**config.mk**
```make
export PLATFORM = sky130hd
export DESIGN_NAME = running_mean_median_window_top_flat
export DESIGN_NICKNAME = d
export VERILOG_FILES = /design/src/hdl/rmmw_pkg.sv /design/src/hdl/rmmw_if.sv /design/src/hdl/running_mean_median_window_top.sv /design/src/flat_wrapper.sv
export SDC_FILE = /design/constraint.sdc
export NUM_CORES = 2
export LEC_CHECK = 0
export BUFFER_PORTS_ARGS = -buffer_cell sky130_fd_sc_hd__buf_2
export CELL_PAD_IN_SITES_DETAIL_PLACEMENT = 1
export CELL_PAD_IN_SITES_GLOBAL_PLACEMENT = 2
export CORE_MARGIN = 3
export CORE_UTILIZATION = 30
export CTS_BUF_LIST = sky130_fd_sc_hd__clkbuf_4 sky130_fd_sc_hd__clkbuf_8 sky130_fd_sc_hd__clkbuf_16
export CTS_CLUSTER_DIAMETER = 120
export DETAILED_ROUTE_END_ITERATION = 16
export PLACE_DENSITY_LB_ADDON = 0.08
export SETUP_SLACK_MARGIN = 0.5
export SKIP_CTS_REPAIR_TIMING = 1
export SYNTH_ARGS = -nofsm -noshare
export SYNTH_HDL_FRONTEND = slang
export SYNTH_SLANG_ARGS = --single-unit
```
**constraint.sdc**
```tcl
create_clock -name clk -period 23.9 [get_ports clk]
set_input_delay 3.585 -clock clk [delete_from_list [all_inputs] [get_ports clk]]
set_output_delay 3.585 -clock clk [all_outputs]
set_load 0.01 [all_outputs]
```
**src/hdl/rmmw_pkg.sv**
```systemverilog
// Package for the running mean/median window block.
// Holds sizes, reset constants and the sequencer state type; no dependencies.
package rmmw_pkg;
  localparam int unsigned DepthDefault     = 128;
  localparam int unsigned SampleW          = 16;
  localparam int unsigned CountW           = 8;
  localparam int unsigned SumW             = 24;
  localparam int unsigned LimitW           = 7;
  localparam logic [6:0]  ClearLimitReset  = 7'd100;

  typedef enum logic [2:0] {
    ST_IDLE,
    ST_SCAN,
    ST_WRITE,
    ST_MED0,
    ST_MED1,
    ST_DIV,
    ST_DONE
  } state_t;
endpackage

```
**src/hdl/rmmw_if.sv**
```systemverilog
// Valid/ready channel interfaces for the running mean/median window block.
// Field widths are written as literals; no package dependency.
interface rmmw_in_if;
  logic               valid;
  logic               ready;
  logic signed [15:0] sample;
  modport source (output valid, output sample, input ready);
  modport sink (input valid, input sample, output ready);
endinterface

interface rmmw_out_if;
  logic               valid;
  logic               ready;
  logic [7:0]         sample_count;
  logic signed [15:0] mean_value;
  logic signed [15:0] median_value;
  modport source (output valid, output sample_count, output mean_value,
                  output median_value, input ready);
  modport sink (input valid, input sample_count, input mean_value,
                input median_value, output ready);
endinterface

interface rmmw_cfg_if;
  logic       valid;
  logic       ready;
  logic [6:0] clear_limit;
  modport source (output valid, output clear_limit, input ready);
  modport sink (input valid, input clear_limit, output ready);
endinterface

```
**src/hdl/running_mean_median_window_top.sv**
```systemverilog
// Running mean/median window: top level with sorted store and sequencer.
// Depends on rmmw_pkg and the channel interfaces in rmmw_if.sv.
//
// Usage: one signed Q8.8 sample per transfer on in_ch; one result
// (count, mean, median) per sample on out_ch; clear_limit on cfg_ch,
// written while idle. in_ch is ready only in the idle state with no result held.
// Sequence per item: the insertion scan walks the store from the top,
// one entry per cycle through the single store read port, then a write
// state stores the sample, the states MED0 and MED1 read the median
// entries, a restoring divider resolves one quotient bit per cycle, and
// the DONE state loads the result. The result sits in an output
// register; the block accepts the next sample the cycle after that
// result transfers, so it takes no new sample before it is through with
// the last, and a stalled receiver holds the block. Reset clears count,
// sum and limit (to 100); the store itself is not cleared, since only
// entries below the count are read.
module running_mean_median_window_top #(
  parameter int unsigned DEPTH = rmmw_pkg::DepthDefault
) (
  input  logic        clk,
  input  logic        rst,
  rmmw_in_if.sink     in_ch,
  rmmw_out_if.source  out_ch,
  rmmw_cfg_if.sink    cfg_ch
);
  localparam int unsigned AW = $clog2(DEPTH);
  localparam int unsigned SW = rmmw_pkg::SumW;

  rmmw_pkg::state_t state, state_next;

  logic signed [15:0] mem [DEPTH];
  logic signed [15:0] rd_data;
  logic [AW-1:0]      rd_addr;
  logic               wr_en;
  logic [AW-1:0]      wr_addr;
  logic signed [15:0] wr_data;

  logic [6:0]         clear_limit;
  logic [8:0]         held_count;
  logic signed [SW-1:0] running_sum;
  logic signed [15:0] sample;
  logic [8:0]         pos;
  logic               rd_pending;
  logic signed [15:0] med_a;
  logic [SW-1:0]      quo;
  logic [SW:0]        rem;
  logic [4:0]         div_cnt;
  logic               neg;
  logic [7:0]         out_count;
  logic signed [15:0] out_mean;
  logic signed [15:0] out_median;
  logic               out_valid;

  logic               clear_now;
  logic [8:0]         start_count;
  logic [SW:0]        rem_shift;
  logic signed [16:0] med_sum;

  assign cfg_ch.ready = 1'b1;
  assign in_ch.ready  = (state == rmmw_pkg::ST_IDLE) && !out_valid;
  assign out_ch.valid = out_valid;
  assign out_ch.sample_count = out_count;
  assign out_ch.mean_value   = out_mean;
  assign out_ch.median_value = out_median;

  assign clear_now = (held_count > {2'b0, clear_limit}) || (32'(held_count) >= DEPTH);
  assign start_count = clear_now ? 9'd0 : held_count;
  assign rem_shift = {rem[SW-1:0], quo[SW-1]};
  assign med_sum = 17'(med_a) + 17'(rd_data);

  // store: one write port, registered read
  always_ff @(posedge clk) begin
    if (wr_en) mem[wr_addr] <= wr_data;
    rd_data <= mem[rd_addr];
  end

  // sequencer state register
  always_ff @(posedge clk) begin
    if (rst) state <= rmmw_pkg::ST_IDLE;
    else     state <= state_next;
  end

  // next state, store port control
  always_comb begin
    state_next = state;
    rd_addr = '0;
    wr_en = 1'b0;
    wr_addr = '0;
    wr_data = rd_data;
    case (state)
      rmmw_pkg::ST_IDLE: begin
        if (in_ch.valid && in_ch.ready) state_next = rmmw_pkg::ST_SCAN;
        rd_addr = AW'(start_count - 9'd1);
      end
      rmmw_pkg::ST_SCAN: begin
        rd_addr = AW'(pos - 9'd2);
        if (pos == 9'd0) begin
          state_next = rmmw_pkg::ST_WRITE;
        end else if (rd_pending) begin
          if (rd_data > sample) begin
            wr_en = 1'b1;
            wr_addr = AW'(pos);
          end else begin
            state_next = rmmw_pkg::ST_WRITE;
          end
        end
      end
      rmmw_pkg::ST_WRITE: begin
        wr_en = 1'b1;
        wr_addr = AW'(pos);
        wr_data = sample;
        state_next = rmmw_pkg::ST_MED0;
      end
      rmmw_pkg::ST_MED0: begin
        rd_addr = AW'(held_count >> 1);
        state_next = rmmw_pkg::ST_MED1;
      end
      rmmw_pkg::ST_MED1: begin
        rd_addr = AW'((held_count >> 1) - 9'd1);
        state_next = rmmw_pkg::ST_DIV;
      end
      rmmw_pkg::ST_DIV: begin
        if (div_cnt == 5'(SW - 1)) state_next = rmmw_pkg::ST_DONE;
      end
      rmmw_pkg::ST_DONE: state_next = rmmw_pkg::ST_IDLE;
      default: state_next = rmmw_pkg::ST_IDLE;
    endcase
  end

  // control registers
  always_ff @(posedge clk) begin
    if (rst) begin
      clear_limit <= rmmw_pkg::ClearLimitReset;
      held_count  <= '0;
      running_sum <= '0;
      out_valid   <= 1'b0;
    end else begin
      if (cfg_ch.valid && cfg_ch.ready) clear_limit <= cfg_ch.clear_limit;
      if (out_valid && out_ch.ready) out_valid <= 1'b0;
      if (in_ch.valid && in_ch.ready) begin
        held_count  <= start_count + 9'd1;
        running_sum <= (clear_now ? SW'(0) : running_sum) + SW'(in_ch.sample);
      end
      if (state == rmmw_pkg::ST_DONE) out_valid <= 1'b1;
    end
  end

  // datapath: scan position, median, serial divider
  always_ff @(posedge clk) begin
    case (state)
      rmmw_pkg::ST_IDLE: begin
        sample <= in_ch.sample;
        pos <= start_count;
        rd_pending <= (start_count != 9'd0);
      end
      rmmw_pkg::ST_SCAN: begin
        if (rd_pending && pos != 9'd0 && rd_data > sample) begin
          pos <= pos - 9'd1;
          rd_pending <= (pos != 9'd1);
        end
      end
      rmmw_pkg::ST_WRITE: begin
        neg <= running_sum[SW-1];
        quo <= running_sum[SW-1] ? SW'(-running_sum) : SW'(running_sum);
        rem <= '0;
        div_cnt <= '0;
      end
      rmmw_pkg::ST_MED1: begin
        med_a <= rd_data;
      end
      rmmw_pkg::ST_DIV: begin
        if (div_cnt == 5'd0) begin
          // median ready: second read lands on first divide cycle
          if (held_count[0]) out_median <= med_a;
          else out_median <= 16'(med_sum >>> 1);
        end
        // restore one quotient bit per cycle
        if (rem_shift >= (SW+1)'(held_count)) begin
          rem <= rem_shift - (SW+1)'(held_count);
          quo <= {quo[SW-2:0], 1'b1};
        end else begin
          rem <= rem_shift;
          quo <= {quo[SW-2:0], 1'b0};
        end
        div_cnt <= div_cnt + 5'd1;
      end
      rmmw_pkg::ST_DONE: begin
        out_count <= held_count[7:0];
        out_mean <= neg ? 16'(-quo) : 16'(quo);
      end
      default: ;
    endcase
  end
endmodule

```
**src/flat_wrapper.sv**
```systemverilog
// flat-port wrapper written by rule: the top's interface ports become plain ports
module running_mean_median_window_top_flat 
#(
  parameter int unsigned DEPTH = rmmw_pkg::DepthDefault
)
  (clk, rst, in_ch_valid, in_ch_sample, in_ch_ready, out_ch_valid, out_ch_sample_count, out_ch_mean_value, out_ch_median_value, out_ch_ready, cfg_ch_valid, cfg_ch_clear_limit, cfg_ch_ready);
  rmmw_in_if in_ch_i ();
  rmmw_out_if out_ch_i ();
  rmmw_cfg_if cfg_ch_i ();
  input  logic clk;
  input  logic rst;
  input wire logic [$bits(in_ch_i.valid)-1:0] in_ch_valid;
  input wire logic [$bits(in_ch_i.sample)-1:0] in_ch_sample;
  output wire logic [$bits(in_ch_i.ready)-1:0] in_ch_ready;
  output wire logic [$bits(out_ch_i.valid)-1:0] out_ch_valid;
  output wire logic [$bits(out_ch_i.sample_count)-1:0] out_ch_sample_count;
  output wire logic [$bits(out_ch_i.mean_value)-1:0] out_ch_mean_value;
  output wire logic [$bits(out_ch_i.median_value)-1:0] out_ch_median_value;
  input wire logic [$bits(out_ch_i.ready)-1:0] out_ch_ready;
  input wire logic [$bits(cfg_ch_i.valid)-1:0] cfg_ch_valid;
  input wire logic [$bits(cfg_ch_i.clear_limit)-1:0] cfg_ch_clear_limit;
  output wire logic [$bits(cfg_ch_i.ready)-1:0] cfg_ch_ready;
  assign in_ch_i.valid = in_ch_valid;
  assign in_ch_i.sample = in_ch_sample;
  assign in_ch_ready = in_ch_i.ready;
  assign out_ch_valid = out_ch_i.valid;
  assign out_ch_sample_count = out_ch_i.sample_count;
  assign out_ch_mean_value = out_ch_i.mean_value;
  assign out_ch_median_value = out_ch_i.median_value;
  assign out_ch_i.ready = out_ch_ready;
  assign cfg_ch_i.valid = cfg_ch_valid;
  assign cfg_ch_i.clear_limit = cfg_ch_clear_limit;
  assign cfg_ch_ready = cfg_ch_i.ready;
  running_mean_median_window_top #(.DEPTH(DEPTH)) u_core (.clk(clk), .rst(rst), .in_ch(in_ch_i), .out_ch(out_ch_i), .cfg_ch(cfg_ch_i));
endmodule
```
After elaboration in Yosys (flattened, before gate mapping)
Memories as Yosys holds them, arrays and structs flattened. A register that Yosys moved wholly into a read port is not among the register bits.
Index checks and enable logic that the tools add are counted.
{ "totals": {"reg_bits": 180, "ram_bits": 2048, "out_inout_bits": 43, "elab_cells": 97, "memories": 1} }
{ "classes": {"addsub": 11, "n_reduce_logical": 18, "mux": 34, "eq_ne": 13, "order_cmp": 4} }
{ "memory_table": {"columns": ["name", "words", "word_bits", "rd", "rd_clocked_by_memory_dff", "write_ports", "line", "text"], "rows": [
  ["u_core.mem", 128, 16, 1, 1, 1, "running_mean_median_window_top.sv:31", "logic signed [15:0] mem [DEPTH];"]
]} }
{ "ops": {"columns": ["cell", "count"], "rows": [
  ["case mux 24 bit (2 select lines)", 2],
  ["2-to-1 mux 24 bit", 3],
  ["2-to-1 mux 16 bit", 3],
  ["case mux 7 bit (4 select lines)", 1],
  ["greater-or-equal comparator 25 x 9 -> 1 bit", 1],
  ["adder 24 x 16 -> 24 bit", 1],
  ["negation 24 bit", 1],
  ["subtractor 24 x 9 -> 24 bit", 1],
  ["2-to-1 mux 7 bit", 3],
  ["2-to-1 mux 9 bit", 2],
  ["case mux 3 bit (6 select lines)", 1],
  ["case mux 9 bit (2 select lines)", 1],
  ["nonzero test 9 bit", 2],
  ["adder 16 x 16 -> 17 bit", 1],
  ["greater-than comparator 16 bit", 1],
  ["negation 16 bit", 1],
  ["2-to-1 mux 3 bit", 5],
  ["case mux 7 bit (2 select lines)", 1],
  ["subtractor 7 x 1 -> 7 bit, second input constant", 2],
  ["case mux 5 bit (2 select lines)", 1],
  ["adder 9 x 1 -> 9 bit, second input constant", 1],
  ["equality test 3 bit, second input constant", 3],
  ["greater-or-equal comparator 9 x 8 -> 1 bit, second input constant", 1],
  ["greater-than comparator 9 x 7 -> 1 bit", 1],
  ["22 further kinds", 40]
]} }

Depth between registers and ports, before layout
{ "logic_depth": {"word_depth": 7, "mapped_depth": 24} }

Worst setup path before layout
OpenSTA, ideal clock, no wires.
{ "synth_timing": {"kind": "register to register", "start": "register u_core.state[2]", "end": "memory u_core.mem[0][15], data pin", "t_required_ns": 22.703, "path_buffers": 4, "arrival_ns": 6.421, "setup_slack_ns": 16.282, "synth_period_minus_slack_ns": 7.618, "stages_incl_launch_ff": 7, "cell_sequence": "dfxtp_1 clkbuf_1 or3_1 clkbuf_1 clkbuf_1 clkbuf_1 o21ai_0"} }
{ "synth_between": {"elab_chain_len": 2} }
{ "synth_rtl": {"columns": ["item", "line", "text"], "rows": [
  ["start: declaration", "running_mean_median_window_top.sv:29", "rmmw_pkg::state_t state, state_next;"],
  ["start signal: assignment", "running_mean_median_window_top.sv:79", "if (rst) state <= rmmw_pkg::ST_IDLE;"],
  ["start signal: assignment", "running_mean_median_window_top.sv:80", "else state <= state_next;"],
  ["equality test 3 x 2 -> 1 bit", "running_mean_median_window_top.sv:90", "case (state)"],
  ["2-to-1 mux 16 bit", "running_mean_median_window_top.sv:90", null],
  ["named net u_core.wr_data[15]", "running_mean_median_window_top.sv:36", "logic signed [15:0] wr_data;"],
  ["end: declaration", "running_mean_median_window_top.sv:31", null]
]} }
The timed path passes the listed nets, and every way through them passes these cells.

Worst setup path in the final report
{ "layout_timing": {"start": "register u_core.held_count[2]", "end": "register u_core.rd_data[4] (read register of u_core.mem)"} }
{ "layout_between": {"elab_chain_len": 5, "elab_cells_between_ends": 7, "classes_between": "add/sub: 2; order compare: 2; mux: 2; reduce/logical: 1"} }
{ "layout_rtl": {"columns": ["item", "line", "text"], "rows": [
  ["start: declaration", "running_mean_median_window_top.sv:39", "logic [8:0] held_count;"],
  ["start signal: assignment", "running_mean_median_window_top.sv:141", "held_count <= start_count + 9'd1;"],
  ["greater-than comparator 9 x 7 -> 1 bit / greater-or-equal comparator 9 x 8 -> 1 bit (equally long branches)", "running_mean_median_window_top.sv:66", "assign clear_now = (held_count > {2'b0, clear_limit}) || (32'(held_count) >= DEPTH);"],
  ["logical OR 1 bit", "running_mean_median_window_top.sv:66", null],
  ["2-to-1 mux 9 bit", "running_mean_median_window_top.sv:67", "assign start_count = clear_now ? 9'd0 : held_count;"],
  ["subtractor 7 x 1 -> 7 bit", "running_mean_median_window_top.sv:93", "rd_addr = AW'(start_count - 9'd1);"],
  ["case mux 7 bit (4 select lines) *", "running_mean_median_window_top.sv:90", null],
  ["end: declaration", "running_mean_median_window_top.sv:32", "logic signed [15:0] rd_data;"]
]} }
Every way passes the cells marked *; elsewhere a longest branch is shown, timed or not.
A chain may end at the register's enable or synchronous reset.

==> run summary <==
Setup Total Neg Slack: 0 ns
reg-to-reg slack, setup: 16.26 ns
Yosys top cell area share: 70.4%
# DRC: 0
Final Critical Period: 7.64 ns
Netlist cell types: 92
initial antenna violation count: 35
vias per cell: 5.33
Hold Fails Final Rpt: 0
Worst R2R End: u_core.rd_data[4]
largest net degree at the start of global routing: 129
first-iteration detailed-routing DRC count: 5630
max-slew violations: 0
Highest Signal Layer: met5
fin cells: 11.6k
Buffers on Ports: 69
cell area after layout: 108000 um^2
status: finished, final reports clean
die span in y: 563 um
commonest non-fill, non-tap cell in the layout: edfxtp_1
io pins: 71
via count: 61.7k
wl on met1: 164 mm
Post-synth top flop: edfxtp_1
number of synthesized flops with an enable pin: 2184
min-delay src: u_core.running_sum[0]
synthesized area: 93100 um^2
Final Skew: 0.0418 ns
die width: 563 um
CP Max Fanout: 86
Clk Latency, worst-skew pair: 0.88 ns
Worst setup EP type: register
slew margin rel.: 7.88%
CTS tree: yes
critical path class: reg -> reg
Worst Hold End: u_core.running_sum[0]
TritonCTS Sinks: 2244
DR pass1 iterations: 5
hold depth: 2
Final period util: 32.0%
post-synthesis async set-or-reset flop share: 0%
Worst Setup Start Kind: register
WL/cell: 30.3 um
cts bufs inserted: 270
Detail Route met3 WL: 17.0 mm
final setup violation count: 0
crit path from: u_core.held_count[2]
most frequent cells in the layout: edfxtp_1, nand2_1, nand3_1, clkbuf_16, buf_4
RSZ-0062 raised after global routing: false
R2R cell count: 19
row cnt: 203
Ys Warns: 0
Reg-to-Reg Start: u_core.held_count[2]
Yosys top cell by area: edfxtp_1
vias in the first global route: 63.1k
Peak Freq: 131 MHz
synth top area cells: edfxtp_1, nand2_1, nand3_1
placed cells: 11.1k
RePlAce Congestion: 0.771
Detail Route Antenna Nets: 0
Worst Max-Slew Pin Slew: 1.38 ns
Mean Syn Cell Area: 13.1 um^2
post-synthesis net count: 7237
first-pass GRT wire length: 494 mm
register area share after synthesis: 71.7%
fillers: 32.0k
flops & latches, synth: 2244
worst path required time: 24.69 ns
# Max-Cap Violations: 0
critical path data arrival time: 8.43 ns
gr ovfl total: 0
total track usage: 21.6%
clock transition at the registers of the reported paths: 0.06 ns
total routed wirelength: 351 mm
Core Region: 307000 um^2
routed wl met2: 163 mm
Placed Area: 99400 um^2
share of layout cells above drive strength 1: 12.5%
starting density of the core: 30.3%
cell count after synthesis: 7125
DP Wirelength: 205 mm
H-tree levels: 5
Layout Nets: 7386
CTS Root Cell: clkbuf_16
Hold Crit Class: reg -> reg
area of the die: 317000 um^2
Area Growth Syn to Fin: 15.7%
CTS Buffer Depth: 4
## critical path, stage by stage (launching register included)
cell	delay, ns
dfxtp_1	0.70
ha_1	0.25
nand4_1	0.17
o221ai_2	0.30
a211o_1	0.61
o21ai_0	0.29
o21ai_0	0.24
ha_1	0.21
o32a_2	0.55
buf_4	0.58
buf_12	0.51
buf_4	0.68
buf_4	0.66
nand2_1	0.10
and3_1	0.20
a31oi_1	0.15
a32oi_1	0.13
nand4_1	0.40
o31ai_2	0.29
nor4_2	0.18
## per-layer routing
layer	GRT usage, %	vias to the layer above
met5	0	-
met4	4.17	2
met3	2.91	348
met2	35.0	1509
met1	31.1	32600
li1	-	27300
## final cells by class
cell class | count | area (um^2) | share of cell area [%]
Antenna cell | 6 | 15.0 | 0.0139
Clock buffer | 341 | 7450 | 6.91
Clock inverter | 129 | 888 | 0.825
Inverter | 86 | 325 | 0.302
Multi-Input combinational cell | 4323 | 24600 | 22.8
Sequential cell | 2244 | 66800 | 62.0
Tap cell | 4100 | 5130 | 4.76
Timing Repair Buffer | 349 | 2550 | 2.36
## cells in the mapped netlist (all sizes together) (10+ instances only)
master	n
a2111oi	29
a211oi	189
a21o	15
a21oi	217
a221oi	52
a22oi	17
a2bb2oi	18
a311oi	16
a31o	17
a31oi	124
a32o	34
a32oi	30
and2	28
and3	89
buf	213
clkbuf	259
dfxtp	60
edfxtp	2184
ha	81
inv	86
mux2	31
mux2i	110
nand2	1419
nand2b	11
nand3	560
nand4	73
nor2	261
nor2b	26
nor3	172
nor4	23
o211ai	27
o21a	10
o21ai	269
o22ai	106
o311a	14
o31ai	29
or3	27
or4	23
xnor2	52
xor2	43
## state kept, by name, summed over array words and instances (netlist names), 9 cells and up
signal,cells
u_core.out_ch.median_value,16
u_core.pos,9
u_core.sample,16
u_core.out_ch.mean_value,16
u_core.held_count,9
u_core.med_a,16
u_core.quo,24
u_core.rem,24
u_core.rd_data,16
u_core.mem,2048
u_core.running_sum,24
## cell families after synthesis
logic type / count (synthesis) / share of synthesized area [%]
AND/OR/NAND/NOR: 2739 / 13.1
AO/OA/AOI/OAI: 1260 / 9.01
adder cells (fa/ha/maj): 84 / 1.15
buffers and inverters: 558 / 2.50
other: 1 / 0.00403
flip-flops: 2244 / 71.7
multiplexers: 144 / 1.63
XOR/XNOR: 95 / 0.893
## worst max path at each step
stage | to | slack [ns] | cells after the start
final | u_core.rd_data[4] | 16.26 | 19
after global routing | u_core.rd_data[4] | 15.73 | 19
after CTS | u_core.rd_data[11] | 16.21 | 16
after detailed placement | u_core.rd_data[11] | 16.24 | 16
after global placement | u_core.rd_data[4] | 16.31 | 19
after floorplan | u_core.mem[0][15] | 16.28 | 6
## per-stage QoR
| stage | utilization (%) | setup WS (ns) | hold WS (ns) |
|---|---|---|---|
| 6_report | 35.0 | 16.26 | 0.475 |
| 2_1_floorplan | - | 16.28 | 0.406 |
| 4_1_cts | 35.0 | 16.21 | 0.477 |
| 5_1_grt | 35.0 | 15.73 | 0.506 |
| 3_5_place_dp | 32.3 | 16.24 | 0.468 |
| 3_3_place_gp | 32.3 | 16.31 | 0.464 |
Power is left out: the tool's default activity adds up to more than one toggle a clock period on the data nets, which glitch-free logic cannot reach.
